<file path="src/hw/rtl/slp_delay.sv">
// Pipelined delay line for side data and its valid bit.
// Depends on nothing; used by the slerp top level.
module slp_delay #(
  parameter int DEPTH = 4,
  parameter int WIDTH = 8
) (
  input  logic             clk,
  input  logic             rst_n,
  input  logic             en,
  input  logic             valid_i,
  input  logic [WIDTH-1:0] data_i,
  output logic             valid_o,
  output logic [WIDTH-1:0] data_o
);

  logic [WIDTH-1:0] data_r  [DEPTH];
  logic [DEPTH-1:0] valid_r;

  always_ff @(posedge clk) begin
    if (!rst_n) begin
      valid_r <= '0;
    end else if (en) begin
      valid_r <= {valid_r[DEPTH-2:0], valid_i};
    end
  end

  always_ff @(posedge clk) begin
    if (en) begin
      data_r[0] <= data_i;
      for (int k = 1; k < DEPTH; k++) begin
        data_r[k] <= data_r[k-1];
      end
    end
  end

  assign valid_o = valid_r[DEPTH-1];
  assign data_o  = data_r[DEPTH-1];

endmodule

</file>
<file path="config.mk">
export PLATFORM = sky130hd
export DESIGN_NAME = slp_delay
export DESIGN_NICKNAME = d
export VERILOG_FILES = /design/src/hw/rtl/slp_delay.sv
export SDC_FILE = /design/constraint.sdc
export NUM_CORES = 1
export LEC_CHECK = 0
export BUFFER_PORTS_ARGS = -buffer_cell sky130_fd_sc_hd__clkbuf_2
export CORE_UTILIZATION = 50
export DETAILED_ROUTE_END_ITERATION = 10
export PLACE_DENSITY = 0.74
export SLEW_MARGIN = 25
export SYNTH_ARGS = -nofsm -noshare
export SYNTH_HDL_FRONTEND = slang
export SYNTH_SLANG_ARGS = --single-unit
</file>
<file path="constraint.sdc">
create_clock -name clk -period 2.3 [get_ports clk]
set_clock_uncertainty 0.2 [all_clocks]
set_input_delay 0.115 -clock clk [delete_from_list [all_inputs] [get_ports clk]]
set_output_delay 0.115 -clock clk [all_outputs]
set_load 0.02 [all_outputs]
</file>
==> impl_results.md <==
* Outcome: complete, no violations
* Post-placement cell area at 0.00125 mm^2
* Post-synthesis mux area share at 3.58%
* Syn avg cell area at 24.8 um^2
* Commonest non-fill, non-tap cell in the layout: edfxtp_1
* Max_slew headroom at 71.3%
* Via count at 507
* Die width at 49.3 um
* Final ANT Viol Nets at 0
* Chip height at 49.3 um
* Core Region at 0.00202 mm^2
* Period minus WS final at 1.54 ns
* Cells after Synth at 45
* Number of placement rows at 16
* Commonest cells after routing, fill and taps aside: 32 x edfxtp_1, 20 x clkbuf_2, 10 x dlygate4sd3_1, 5 x clkbuf_4
* Endpoint class of the critical path: flip-flop
* Simple-gate area share of the yosys netlist at 2.24%
* Pleak at 0.548 nW
* Area share of xor/xnor cells in the synthesized design at 0%
* CTS clk-pin slew, worst paths at 0.10 ns
* Fin. Hold Viols at 0
* DR pass1 iterations at 3
* GPL Wtd Cong at 0.605
* Syn Std Cell Area at 0.00112 mm^2
* Max Slew Vio Count at 0
* First-pass GRT wire length at 2.27 mm
* Initial antenna violation count at 0
* Worst r2r src: valid_r[0]
* Reg2Reg Setup Slack at 0.94 ns
* R2r worst-path depth at 3
* Max H-tree Level at 2
* Register bit count reported by yosys at 36
* RSZ-0062 raised after global routing: no
* Highest clock rate at 0.651 GHz
* Setup WS post-layout at 0.764 ns
* Pwr Density at 820 mW/mm^2
* Layout cells sized above 1 at 35.7%
* Dpl hpwl at 818 um
* Int Power at 0.000931 W
* Required @ worst endpoint at 2.33 ns
* Layout Nets at 95
* DR iter-0 viols at 1
* CTS tree: yes
* DIE AREA at 0.00243 mm^2
* Design area at 0.00142 mm^2
* Synth Area in Adders at 0%
* CP endpoint: valid_r[0]
* Fill cells at 145
* Sequential fraction of design power at 66.1%
* Synth cell types at 5
* Crit-path max FO at 19
* Vias in the first global route at 527
* Final setup viols at 0
* RR Endpoint: valid_r[0]
* Num CTS Buffers at 5
* Largest family of logic cells by synthesized area: multiplexers
* Clk sinks at 36
* Worst skew pair latency at 0.33 ns
* Setup WS pre-CTS at 0.912 ns
* Root Buffer: clkbuf_4
* Period utilization at 66.8%
* Crit path arrival time at 1.56 ns
* Largest net degree at the start of global routing at 20
* Synthesized Nets at 57
* Sw Ratio at 19.8%
* CTS Buffer Depth at 2
* Clock power share at 28.8%
* Hold-fix buffers at CTS at 10
* WS Path Type: primary input to flip-flop
* Startpoint types: primary input
* Quantity of gates resized following cts at 0
* Hold crit path type: primary input to flip-flop
* ANT cells at 0
* Post-CTS setup buffer count at 0
* Synth Area in Compound Gates at 0%
* Synthesis-to-finish area growth at 26.8%
* Synth warn at 0
* Max VDD drop at 0.000544 V
* Wirelength, routed at 1.31 mm
* Initial Util at 55.3%
* Crit. Startpoint: en
* Port Buf Inserts at 20
* # Max-Cap Violations at 0
* Gr ovfl total at 0
* Combinational share of power at 5.1%
* Seq/Total Area, Yosys at 93.2%
* Power, Total at 0.00116 W
* Drt via density at 4.57
* DRC viols at 0
* Worst slew pin tran at 0.431 ns
* Ports at 21
* WL per Instance at 11.8 um
* TNS Setup at 0 ns
* Gr usage total at 14.4%
* Net Switching at 0.000230 W
synthesized netlist by cell type (all sizes together):
library cell   n  share of area [%]
mux2i          4                3.6
nor2b          4                2.2
dfxtp          4                7.2
edfxtp        32                 86
buf            1                1.0
critical path: stages:
cell,delay (ns)
clkbuf_2,0.35
buf_4,0.28
mux2i_1,0.20
nor2b_1,0.06
dlygate4sd3_1,0.55
worst min path at each step:
stage | endpoint | from | slack (ns) | depth (start not counted)
3_3_place_gp | data_r[0][2] | data_i[2] | 0.09 | 1
3_5_place_dp | data_r[0][2] | data_i[2] | 0.09 | 1
6_report | data_r[1][1] | en | 0.11 | 1
5_1_grt | data_r[1][1] | en | 0.11 | 1
4_1_cts | data_r[1][1] | en | 0.11 | 1
2_1_floorplan | data_r[0][0] | data_i[0] | 0.01 | 0
area by class of cell:
class	count	area [um^2]	share of cell area, %
sequential	36	1040	73.5
timing repair buffer	32	215	15.2
multi-input combinational	8	65.1	4.59
clock buffer	6	51.3	3.62
tap	27	33.8	2.39
clock inverter	2	10.0	0.707
routing by layer:
layer,routed length (um),GRT usage [%],up-vias
met5,0,0,-
met4,58,13.2,0
met3,83,6.54,8
met2,659,21.7,24
met1,507,14.9,226
li1,-,-,249
per-stage QoR:
step                instances  util [%]  hold WS, ns
floorplan                  45         -       0.0139
global placement           93      62.1       0.0923
detailed placement         93      62.1       0.0936
CTS                       111      70.0        0.110
global route              111      70.0        0.114
finish                    111      70.0        0.109
sequential cells by signal, indices dropped and copies added, names as in the netlist:
register / count
valid_r: 4
data_r: 32
power groups by stage:
stage	clock network (W)	registers (W)	logic [W]
detailed placement	0	0.000784	0.0000466
CTS	0.000351	0.000769	0.0000594
global placement	0	0.000779	0.0000448
floorplan	0	0.000791	0.00000772
finish	0.000334	0.000768	0.0000590
global route	0.000383	0.000772	0.0000636
logic make-up (layout without fill, tap and decap cells):
| group | count (synthesis) | count (layout) |
|---|---|---|
| flops | 36 | 36 |
| simple gates | 4 | 4 |
| mux | 4 | 4 |
| buf+inv | 1 | 40 |
No activity file was read; power rests on OpenSTA's default activity.
