<file path="src/hw/rtl/slp_pkg.sv">
// Shared types, constants and the CORDIC arctangent table for the slerp unit.
// Used by every module under hw/rtl except slp_delay; depends on nothing else.
package slp_pkg;

  localparam int SQ_STEPS     = 29;  // one result bit of the square root per stage
  localparam int CORDIC_STEPS = 30;  // one micro-rotation per stage
  localparam int DIV_STEPS    = 33;  // one quotient bit per stage

  localparam logic [15:0] NEAR_RESET = 16'd328;
  localparam logic [15:0] BLEND_ONE  = 16'd32768;

  // Side data that rides along the pipeline next to the arithmetic units.
  typedef struct packed {
    logic [3:0][15:0] a;     // start quaternion, Q1.14
    logic [3:0][16:0] b;     // target quaternion, sign extended, short-arc corrected
    logic [15:0]      t;     // clamped blend factor, Q1.15
    logic             flag;  // slerp allowed (before S4 unused), later linear select
  } side_t;

  // Arctangent of 2^-idx in Q30, truncated.
  function automatic logic [31:0] atan_entry(input logic [4:0] idx);
    logic [31:0] v;
    case (idx)
      5'd0:    v = 32'd843314856;
      5'd1:    v = 32'd497837829;
      5'd2:    v = 32'd263043836;
      5'd3:    v = 32'd133525158;
      5'd4:    v = 32'd67021686;
      5'd5:    v = 32'd33543515;
      5'd6:    v = 32'd16775850;
      5'd7:    v = 32'd8388437;
      5'd8:    v = 32'd4194282;
      5'd9:    v = 32'd2097149;
      default: v = (32'd1 << (5'd30 - idx)) - 32'd1;
    endcase
    return v;
  endfunction

endpackage

</file>
<file path="src/hw/rtl/slp_isqrt.sv">
// Pipelined integer square root, one root bit per stage (floor result).
// Depends on slp_pkg for the stage count.
module slp_isqrt (
  input  logic        clk,
  input  logic        en,
  input  logic [56:0] rad_i,
  output logic [28:0] root_o
);

  logic [56:0] v_r   [slp_pkg::SQ_STEPS];
  logic [57:0] res_r [slp_pkg::SQ_STEPS];

  genvar j;
  generate
    for (j = 0; j < slp_pkg::SQ_STEPS; j++) begin : g_stage
      localparam logic [57:0] BIT = 58'd1 << (2 * (slp_pkg::SQ_STEPS - 1 - j));
      logic [56:0] v_in;
      logic [57:0] res_in;
      logic [57:0] trial;

      if (j == 0) begin : g_first
        assign v_in   = rad_i;
        assign res_in = '0;
      end else begin : g_rest
        assign v_in   = v_r[j-1];
        assign res_in = res_r[j-1];
      end

      assign trial = res_in + BIT;

      always_ff @(posedge clk) begin
        if (en) begin
          if ({1'b0, v_in} >= trial) begin
            v_r[j]   <= v_in - trial[56:0];
            res_r[j] <= (res_in >> 1) + BIT;
          end else begin
            v_r[j]   <= v_in;
            res_r[j] <= res_in >> 1;
          end
        end
      end
    end
  endgenerate

  assign root_o = res_r[slp_pkg::SQ_STEPS-1][28:0];

endmodule

</file>
<file path="config.mk">
export PLATFORM = sky130hd
export DESIGN_NAME = slp_isqrt
export DESIGN_NICKNAME = d
export VERILOG_FILES = /design/src/hw/rtl/slp_pkg.sv /design/src/hw/rtl/slp_isqrt.sv
export SDC_FILE = /design/constraint.sdc
export NUM_CORES = 2
export LEC_CHECK = 0
export ABC_CLOCK_PERIOD_IN_PS = 8800
export BUFFER_PORTS_ARGS = -buffer_cell sky130_fd_sc_hd__buf_2
export CAP_MARGIN = 20
export CELL_PAD_IN_SITES_DETAIL_PLACEMENT = 0
export CELL_PAD_IN_SITES_GLOBAL_PLACEMENT = 2
export CORE_UTILIZATION = 37
export CTS_CLUSTER_SIZE = 16
export DETAILED_ROUTE_END_ITERATION = 8
export PLACE_DENSITY_LB_ADDON = 0.15
export SLEW_MARGIN = 20
export SYNTH_ARGS = -nofsm -noshare
export SYNTH_HDL_FRONTEND = slang
export SYNTH_SLANG_ARGS = --single-unit
</file>
<file path="constraint.sdc">
create_clock -name clk -period 8.8 [get_ports clk]
set_clock_uncertainty 0.05 [all_clocks]
set_input_delay 0.88 -clock clk [delete_from_list [all_inputs] [get_ports clk]]
set_output_delay 0.88 -clock clk [all_outputs]
set_load 0.01 [all_outputs]
</file>
==> impl_metrics.json <==
{
  "ys_seq_area_share_pct": 62.77,
  "fin_area_um2": 110100,
  "power_leakage_uw": 0.04052,
  "dr_total_vias": 61540,
  "finalSetupViolations": 0,
  "wl_mm": 270.1,
  "clkTransAtPathRegs_ns": 0.06,
  "yosys_warnings": 0,
  "peakVddDrop_uv": 209.1,
  "ys_top_cells_by_area": "edfxtp_1, ha_1, xnor2_1, xor2_1, nand2_1",
  "root_buffer": "clkbuf_16",
  "ctsResizeCount": 0,
  "synth_edf_count": 2031,
  "dr.pass1.iters": 7,
  "final_core_util_pct": 42.30,
  "finalMaxSlewViolations": 0,
  "overflow": 0,
  "vias_per_cell": 5.265,
  "io_buffers": 87,
  "grt_pass1_wl_mm": 398.5,
  "max_slew_margin_pct": 16.71,
  "drt_iter0_markers": 5464,
  "yosys.area.top_type": "edfxtp_1",
  "fin_crit_ns": 4.738,
  "synth.top_cell.area_share_pct": 62.77,
  "cp.required_ns": 9.40,
  "status": "completed",
  "ys_seq_elements": 2031,
  "end_kind": "register",
  "cts_tree": "done",
  "route.detailed.drc": 0,
  "crit_fanout": 7,
  "final_cell_mix": "edfxtp_1, nand2_1, inv_1",
  "hold_violations": 0,
  "syn2layout_area_growth_pct": 13.36,
  "p_per_area_nw_per_um2": 265.4,
  "fin_crit_sh_pct": 53.84,
  "row_count": 187,
  "clockBufferDepth": 4,
  "syn_area_per_cell_um2": 12.51,
  "core_area_um2": 260400,
  "async_flop_share_pct": 0,
  "synth_fp_nets": 8287,
  "detail-route-antenna-nets": 0,
  "fmax_mhz": 211.0,
  "cts_setup_buffers": 0,
  "htree_levels": 4,
  "path_class": "register to register",
  "arrival_ns": 5.34,
  "start_util_pct": 37.31,
  "hold_buffers": 35,
  "finalSetupTns_ns": 0,
  "clock_latency_ns": 0.93,
  "grt.total_usage_pct": 20.25,
  "total_power_uw": 29240,
  "rsz0062_at_grt": "no",
  "place.gp.congestion": 0.9029,
  "dieArea_um2": 264700,
  "yosysUniqueCellTypes": 92,
  "start_kind": "register",
  "grt_pass1_vias": 59690,
  "die_h_um": 514.5,
  "nets": 8529,
  "maxCapViolCount": 0,
  "final_common_cell": "edfxtp_1",
  "hp-class": "input pin to register",
  "syn-cell-area_um2": 97170,
  "syn_inst": 7767,
  "cts_buffers": 234,
  "chipWidth_um": 514.5,
  "synthFlopType": "edfxtp_1",
  "boundaryPins": 88,
  "worst_pin_slew_ns": 1.236,
  "grt_max_degree": 172,
  "antenna_found_initial": 19,
  "cts.sinks": 2031,
  "placed_cell_area_um2": 101900,
  "drive_gt1_share_pct": 7.507,
  "nFillCells": 24070,
  "wire_per_inst_um": 23.11,
  "hpwl_mm": 204.9
}
-- flip-flops by register name (all words and copies together) (netlist names) --
name   count
res_r    435
v_r     1596
-- cells in the mapped netlist (36+ instances only) --
cell type / instances
o21bai_1: 45
xnor2_1: 374
or3_1: 63
or4_1: 51
nor3_1: 202
nand4_1: 115
o21ai_0: 384
clkbuf_1: 151
nor4b_1: 46
inv_1: 559
nand2_1: 630
ha_1: 460
nor2b_1: 56
nor4_1: 258
nand2b_1: 103
nand3_1: 123
a21o_1: 148
o21ai_1: 67
mux2_2: 47
a21oi_1: 429
o21a_1: 71
edfxtp_1: 2031
a211oi_1: 36
nor2_1: 458
xor2_1: 322
-- path summary, 6_finish.rpt --
| check | cells past startpoint | slack, ns | end | start |
|---|---|---|---|---|
| worst max-delay path | 11 | 4.06 | v_r[1][565] | v_r[1][465] |
| worst min-delay path | 1 | 0.08 | v_r[0][40] | rad_i[40] |
| worst max register to register | 11 | 4.06 | v_r[1][565] | v_r[1][465] |
| worst min register to register | 0 | 0.34 | v_r[0][629] | v_r[0][572] |
-- cells by family after synthesis --
family                   share of synthesized area [%]
AND/OR/NAND/NOR                                  12.28
flip-flops                                       62.77
AO/OA/AOI/OAI                                    9.051
buffers and inverters                            2.859
XOR/XNOR                                         6.274
adder cells (fa/ha/maj)                          5.944
multiplexers                                    0.8254
-- worst max-delay path: stages (launching register included) --
cell and delay [ns]:
edfxtp_1 0.39, ha_1 0.44, o211ai_1 0.11, a21oi_1 0.27, o21ai_1 0.22, o211a_1 0.32, a2111oi_1 0.95, o2111ai_1 0.34
a211oi_1 0.47, o311ai_1 0.43, nor4_1 0.41, xor2_1 0.11
-- final cells by class --
type                            instances  area (um2)  share of cell area [%]
Tap cell                             3496        4374                   3.971
Multi-Input combinational cell       5002       33480                   30.39
Timing Repair Buffer                  180        1348                   1.223
Clock inverter                        153        1858                   1.687
Sequential cell                      2031       60990                   55.37
Antenna cell                            1       2.502                0.002272
Clock buffer                          266        5997                   5.444
Inverter                              560        2102                   1.908
-- routing by layer --
| metal | track usage (%) | routed length (um) | vias to the layer above |
|---|---|---|---|
| met5 | 0 | 10 | - |
| met4 | 5.240 | 6748 | 2 |
| met3 | 3.587 | 17030 | 315 |
| met2 | 29.09 | 111700 | 1616 |
| met1 | 31.09 | 134700 | 30170 |
| li1 | - | - | 29440 |
-- metrics by stage --
step | hold WS (ns) | setup slack, ns | instances
floorplan | 0.3666 | 4.545 | 7767
global placement | 0.3767 | 3.685 | 11230
detailed placement | 0.3753 | 4.030 | 11230
CTS | 0.001239 | 4.227 | 11690
global route | 0.02505 | 3.804 | 11690
finish | 0.08297 | 4.062 | 11690
-- where the power goes --
| part | internal (uW) | total (uW) | switching (uW) |
|---|---|---|---|
| logic | 2260 | 5860 | 3600 |
| clock network | 6060 | 10100 | 3990 |
| registers | 12300 | 13300 | 1060 |
| total | 20600 | 29200 | 8650 |
No activity file was read; power rests on OpenSTA's default activity.
