## src/hw/rtl/slp_pkg.sv

```systemverilog
// Shared types, constants and the CORDIC arctangent table for the slerp unit.
// Used by every module under hw/rtl except slp_delay; depends on nothing else.
package slp_pkg;

  localparam int SQ_STEPS     = 29;  // one result bit of the square root per stage
  localparam int CORDIC_STEPS = 30;  // one micro-rotation per stage
  localparam int DIV_STEPS    = 33;  // one quotient bit per stage

  localparam logic [15:0] NEAR_RESET = 16'd328;
  localparam logic [15:0] BLEND_ONE  = 16'd32768;

  // Side data that rides along the pipeline next to the arithmetic units.
  typedef struct packed {
    logic [3:0][15:0] a;     // start quaternion, Q1.14
    logic [3:0][16:0] b;     // target quaternion, sign extended, short-arc corrected
    logic [15:0]      t;     // clamped blend factor, Q1.15
    logic             flag;  // slerp allowed (before S4 unused), later linear select
  } side_t;

  // Arctangent of 2^-idx in Q30, truncated.
  function automatic logic [31:0] atan_entry(input logic [4:0] idx);
    logic [31:0] v;
    case (idx)
      5'd0:    v = 32'd843314856;
      5'd1:    v = 32'd497837829;
      5'd2:    v = 32'd263043836;
      5'd3:    v = 32'd133525158;
      5'd4:    v = 32'd67021686;
      5'd5:    v = 32'd33543515;
      5'd6:    v = 32'd16775850;
      5'd7:    v = 32'd8388437;
      5'd8:    v = 32'd4194282;
      5'd9:    v = 32'd2097149;
      default: v = (32'd1 << (5'd30 - idx)) - 32'd1;
    endcase
    return v;
  endfunction

endpackage

```

## src/hw/rtl/slp_div.sv

```systemverilog
// Pipelined restoring divider: floor((num << 30) / den), one quotient bit per stage.
// Depends on slp_pkg for the stage count.
module slp_div (
  input  logic        clk,
  input  logic        en,
  input  logic [31:0] num_i,
  input  logic [31:0] den_i,
  output logic [32:0] quo_o
);

  logic [33:0] rem_r [slp_pkg::DIV_STEPS];
  logic [32:0] quo_r [slp_pkg::DIV_STEPS];
  logic [31:0] num_r [slp_pkg::DIV_STEPS];
  logic [31:0] den_r [slp_pkg::DIV_STEPS];

  genvar k;
  generate
    for (k = 0; k < slp_pkg::DIV_STEPS; k++) begin : g_stage
      localparam int P = slp_pkg::DIV_STEPS - 1 - k;  // quotient bit made here
      logic [33:0] rem_in, shifted;
      logic [32:0] quo_in;
      logic [31:0] num_in, den_in;
      logic        nbit;

      if (k == 0) begin : g_first
        // The dividend bits above the quotient window seed the remainder.
        assign rem_in = {5'b0, num_i[31:3]};
        assign quo_in = '0;
        assign num_in = num_i;
        assign den_in = den_i;
      end else begin : g_rest
        assign rem_in = rem_r[k-1];
        assign quo_in = quo_r[k-1];
        assign num_in = num_r[k-1];
        assign den_in = den_r[k-1];
      end

      // The dividend is num shifted up by 30, so its low 30 bits are zero.
      if (P >= 30) begin : g_nbit
        assign nbit = num_in[P-30];
      end else begin : g_zbit
        assign nbit = 1'b0;
      end

      assign shifted = {rem_in[32:0], nbit};

      always_ff @(posedge clk) begin
        if (en) begin
          num_r[k] <= num_in;
          den_r[k] <= den_in;
          if (shifted >= {2'b0, den_in}) begin
            rem_r[k] <= shifted - {2'b0, den_in};
            quo_r[k] <= quo_in | (33'd1 << P);
          end else begin
            rem_r[k] <= shifted;
            quo_r[k] <= quo_in;
          end
        end
      end
    end
  endgenerate

  assign quo_o = quo_r[slp_pkg::DIV_STEPS-1];

endmodule

```

## config.mk

```make
export PLATFORM = sky130hd
export DESIGN_NAME = slp_div
export DESIGN_NICKNAME = d
export VERILOG_FILES = /design/src/hw/rtl/slp_pkg.sv /design/src/hw/rtl/slp_div.sv
export SDC_FILE = /design/constraint.sdc
export NUM_CORES = 2
export LEC_CHECK = 0
export BUFFER_PORTS_ARGS = -buffer_cell sky130_fd_sc_hd__buf_2
export CORE_MARGIN = 10
export CORE_UTILIZATION = 60
export DETAILED_ROUTE_END_ITERATION = 6
export GPL_ROUTABILITY_DRIVEN = 1
export PLACE_DENSITY = 0.76
export SLEW_MARGIN = 20
export SYNTH_ARGS = -nofsm -noshare
export SYNTH_HDL_FRONTEND = slang
export SYNTH_MEMORY_MAX_BITS = 65536
export SYNTH_SLANG_ARGS = --single-unit
```

## constraint.sdc

```tcl
create_clock -name clk -period 6.94 [get_ports clk]
set_input_delay 0.347 -clock clk [delete_from_list [all_inputs] [get_ports clk]]
set_output_delay 0.347 -clock clk [all_outputs]
set_load 0.02 [all_outputs]
```

==> results.md <==
- Outcome: completed
- GRT Util Overall: 0.272
- Worst-path cell chain: ha_1 > nor2b_1 > o21ai_0 > a21boi_0 > o31ai_1 > a211oi_1 > a21bo_2 > a211oi_1 > or2_2 > clkinv_1 > o21ai_0 > and3b_1
- Critical Path RT: between 7 and 8 ns
- First DRT Iteration DRCs: approximately 9,500
- Remaining Overflow, GRT: 0
- Seq cells post-synth: about 2,600
- Largest net degree at the start of global routing: around 190
- Worst EP arrival: ~5.7 ns
- Post-Syn Area: 147,000 um^2
- Gpl congestion: 0.952
- FMAX: around 200 MHz
- Dominant cells by area after synthesis: edfxtp_1 (54%), ha_1 (9.0%), a21oi_1 (3.8%)
- DR vias: just over 100k
- Hold Path Origin: num_i[0]
- Pre-Repair DR Iteration Count: 6
- DP Wirelength: roughly 280 mm
- Highest ir drop seen on vdd: 273 uV
- Final wirelength: 371 mm
- Vias/cell: between 6 and 7
- Design Area, Final: between 150,000 and 200,000 um^2
- Final Skew: 0.0805 ns
- Chip Width: roughly 520 um
- Slew Viols, Final: 0
- Worst-skew pair later-pin latency: 0.95 ns
- DP Area: 151,000 um^2
- CTS tree: done
- First-pass GRT wire length: about 570 mm
- Setup ws final: around 1.9 ns
- Ys async rst share: 0
- Cells after Synth: 13,300
- Crit end category: register
- Die Area: approximately 270,000 um^2
- Syn. warnings: 0
- Pre-CTS WS: ~2 ns
- Initial antenna violation count: 20
- Post CTS Setup Buffer Count: 0
- CP Launch Point: rem_r[27][1]
- Post-Syn Area per Cell: 11.1 um^2
- Reg-to-reg startpoint: rem_r[27][1]
- Setup TNS: 0 ns
- Design Power: 75.1 mW
- Top Ports: 99
- Hold Violations, Final: 0
- H-tree levels: 5
- R2r setup slk: ~1.9 ns
- Crit start category: register
- Critical Path Fanout Max: between 40 and 50
- Post-synth top flop: edfxtp_1
- Area Overhead vs Synth: 9.72%
- Worst-Margin Slew: about 1.1 ns
- Register area share after synthesis: 0.540
- Crit path largest cell delay: approximately 0.77 ns
- Post-CTS Hold Fix Bufs: 65
- Synth unique cells: 90
- Fin crit period: between 5 and 6 ns
- Max clock buf depth: 4
- Count of input and output buffers: 98
- Slowest CP cell: or2_2
- Min-Delay Path Class: in2reg
- Max Cap Violations: 0
- Area share of the largest cell type after synthesis: 0.540
- Synth area leader: edfxtp_1
- Post-CTS sizing: 0
- Total core area: 244,000 um^2
- Post-synth net total: 14,400
- Post-DR wirelength/cell: 22.0 um
- Crit share post-route: 0.730
- Max_slew headroom: 0.242
- Antenna viol nets, final: 0
- Num CTS Buffers: 300
- Pwr dens: 465 nW/um^2
- Vias in the first global route: 99,200
- Critical path class: reg2reg
- EDFF count, synth: approximately 2,600
- NumNets Final: ~15,000
- Leak pwr: 65.5 nW
- Layout cell share with drive strength beyond 1: 0.0696
- Row count: roughly 180
- CTS clk-pin slew, worst paths: roughly 0.060 ns
- RSZ-0062 raised after global routing: no
- Starting Density: 0.604
- Die Y: 515 um
- Hold slack: roughly 0.16 ns
- # setup viols final: 0
- Root Buffer: clkbuf_16
- TritonCTS sink count: approximately 2,600
- DRC Markers: 0
==> cell families after synthesis <==
family	synth area share
muxes	0.0190
DFF	0.540
and+or+nand+nor	0.0979
adders and majority gates	0.0939
buffers and inverters	0.0439
xor gates and xnor gates	0.0530
AOI/OAI and AO/OA	0.153
==> report_power, final <==
part,internal [mW],total (mW),switching (mW),leakage (nW)
logic,13.8,32.8,19.0,35.1
clock network,9.33,15.7,6.36,4.69
registers,23.5,26.6,3.04,25.7
==> final timing paths <==
| path | endpoint | cells past startpoint |
|---|---|---|
| worst min register to register | quo_r[22][16] | 0 |
| worst min-delay path | num_r[0][0] | 2 |
| worst max-delay path | rem_r[28][30] | 12 |
| worst max register to register | rem_r[28][30] | 12 |
==> per-layer routing <==
metal / track usage / vias up / wire (um)
met5: 0 / - / 41
met4: 0.109 / 6 / 16900
met3: 0.0345 / 825 / 20900
met2: 0.465 / 3282 / 180000
met1: 0.351 / 49200 / 153000
li1: - / 48700 / -
==> cells in the final DEF, fill, tap and decap left out, drive strengths merged, types with 84 or more instances in the layout <==
cell type / n
nand4: 156
clkbuf: 333
xor2: 396
nand2b: 158
o31ai: 89
nor2: 798
a31oi: 122
nand3: 231
mux2: 231
o21a: 143
buf: 167
edfxtp: 2644
xnor2: 494
nand2: 1024
a21oi: 1112
o21ai: 972
and3: 97
nor3: 146
nor2b: 162
ha: 1053
a211oi: 84
o21bai: 125
inv: 1355
clkinv: 116
a21o: 514
==> sequential cells by signal, summed over array words and instances (netlist names) <==
name	cells
rem_r	1056
num_r	3
den_r	1024
quo_r	561
==> critical path, delay by kind of cell, from the launching register on <==
kind	cells	cell delay, ns
AO/OA/AOI/OAI	7	2.15
adder cells (fa/ha/maj)	1	0.38
buffers and inverters	1	0.77
flip-flops	1	0.40
AND/OR/NAND/NOR	3	1.13
==> cell type report <==
cell class	count	area, um^2
diodes	16	40.0
clock buffers	333	7650
clock inverters	179	1990
fillers	18400	82300
inverters	1343	5040
multi-input cells	8905	61500
flip-flops and latches	2644	79400
well taps	3202	4010
repair buffers	232	1790
==> cell usage after synthesis, types with 231 or more instances <==
cell / number
nor2_1: 798
inv_1: 1339
ha_1: 1053
xor2_1: 396
a21o_1: 514
nand2_1: 1024
nand3_1: 231
edfxtp_1: 2644
a21oi_1: 1111
xnor2_1: 494
o21ai_0: 960
clkbuf_1: 301
==> metrics by stage <==
| step | util | std cells |
|---|---|---|
| after CTS | 0.662 | 16800 |
| final | 0.662 | 16900 |
| after global routing | 0.662 | 16800 |
| after global placement | 0.620 | 16300 |
| after floorplan | - | 13300 |
| after detailed placement | 0.620 | 16300 |
Note: power is estimated with default switching activity, not from simulation.
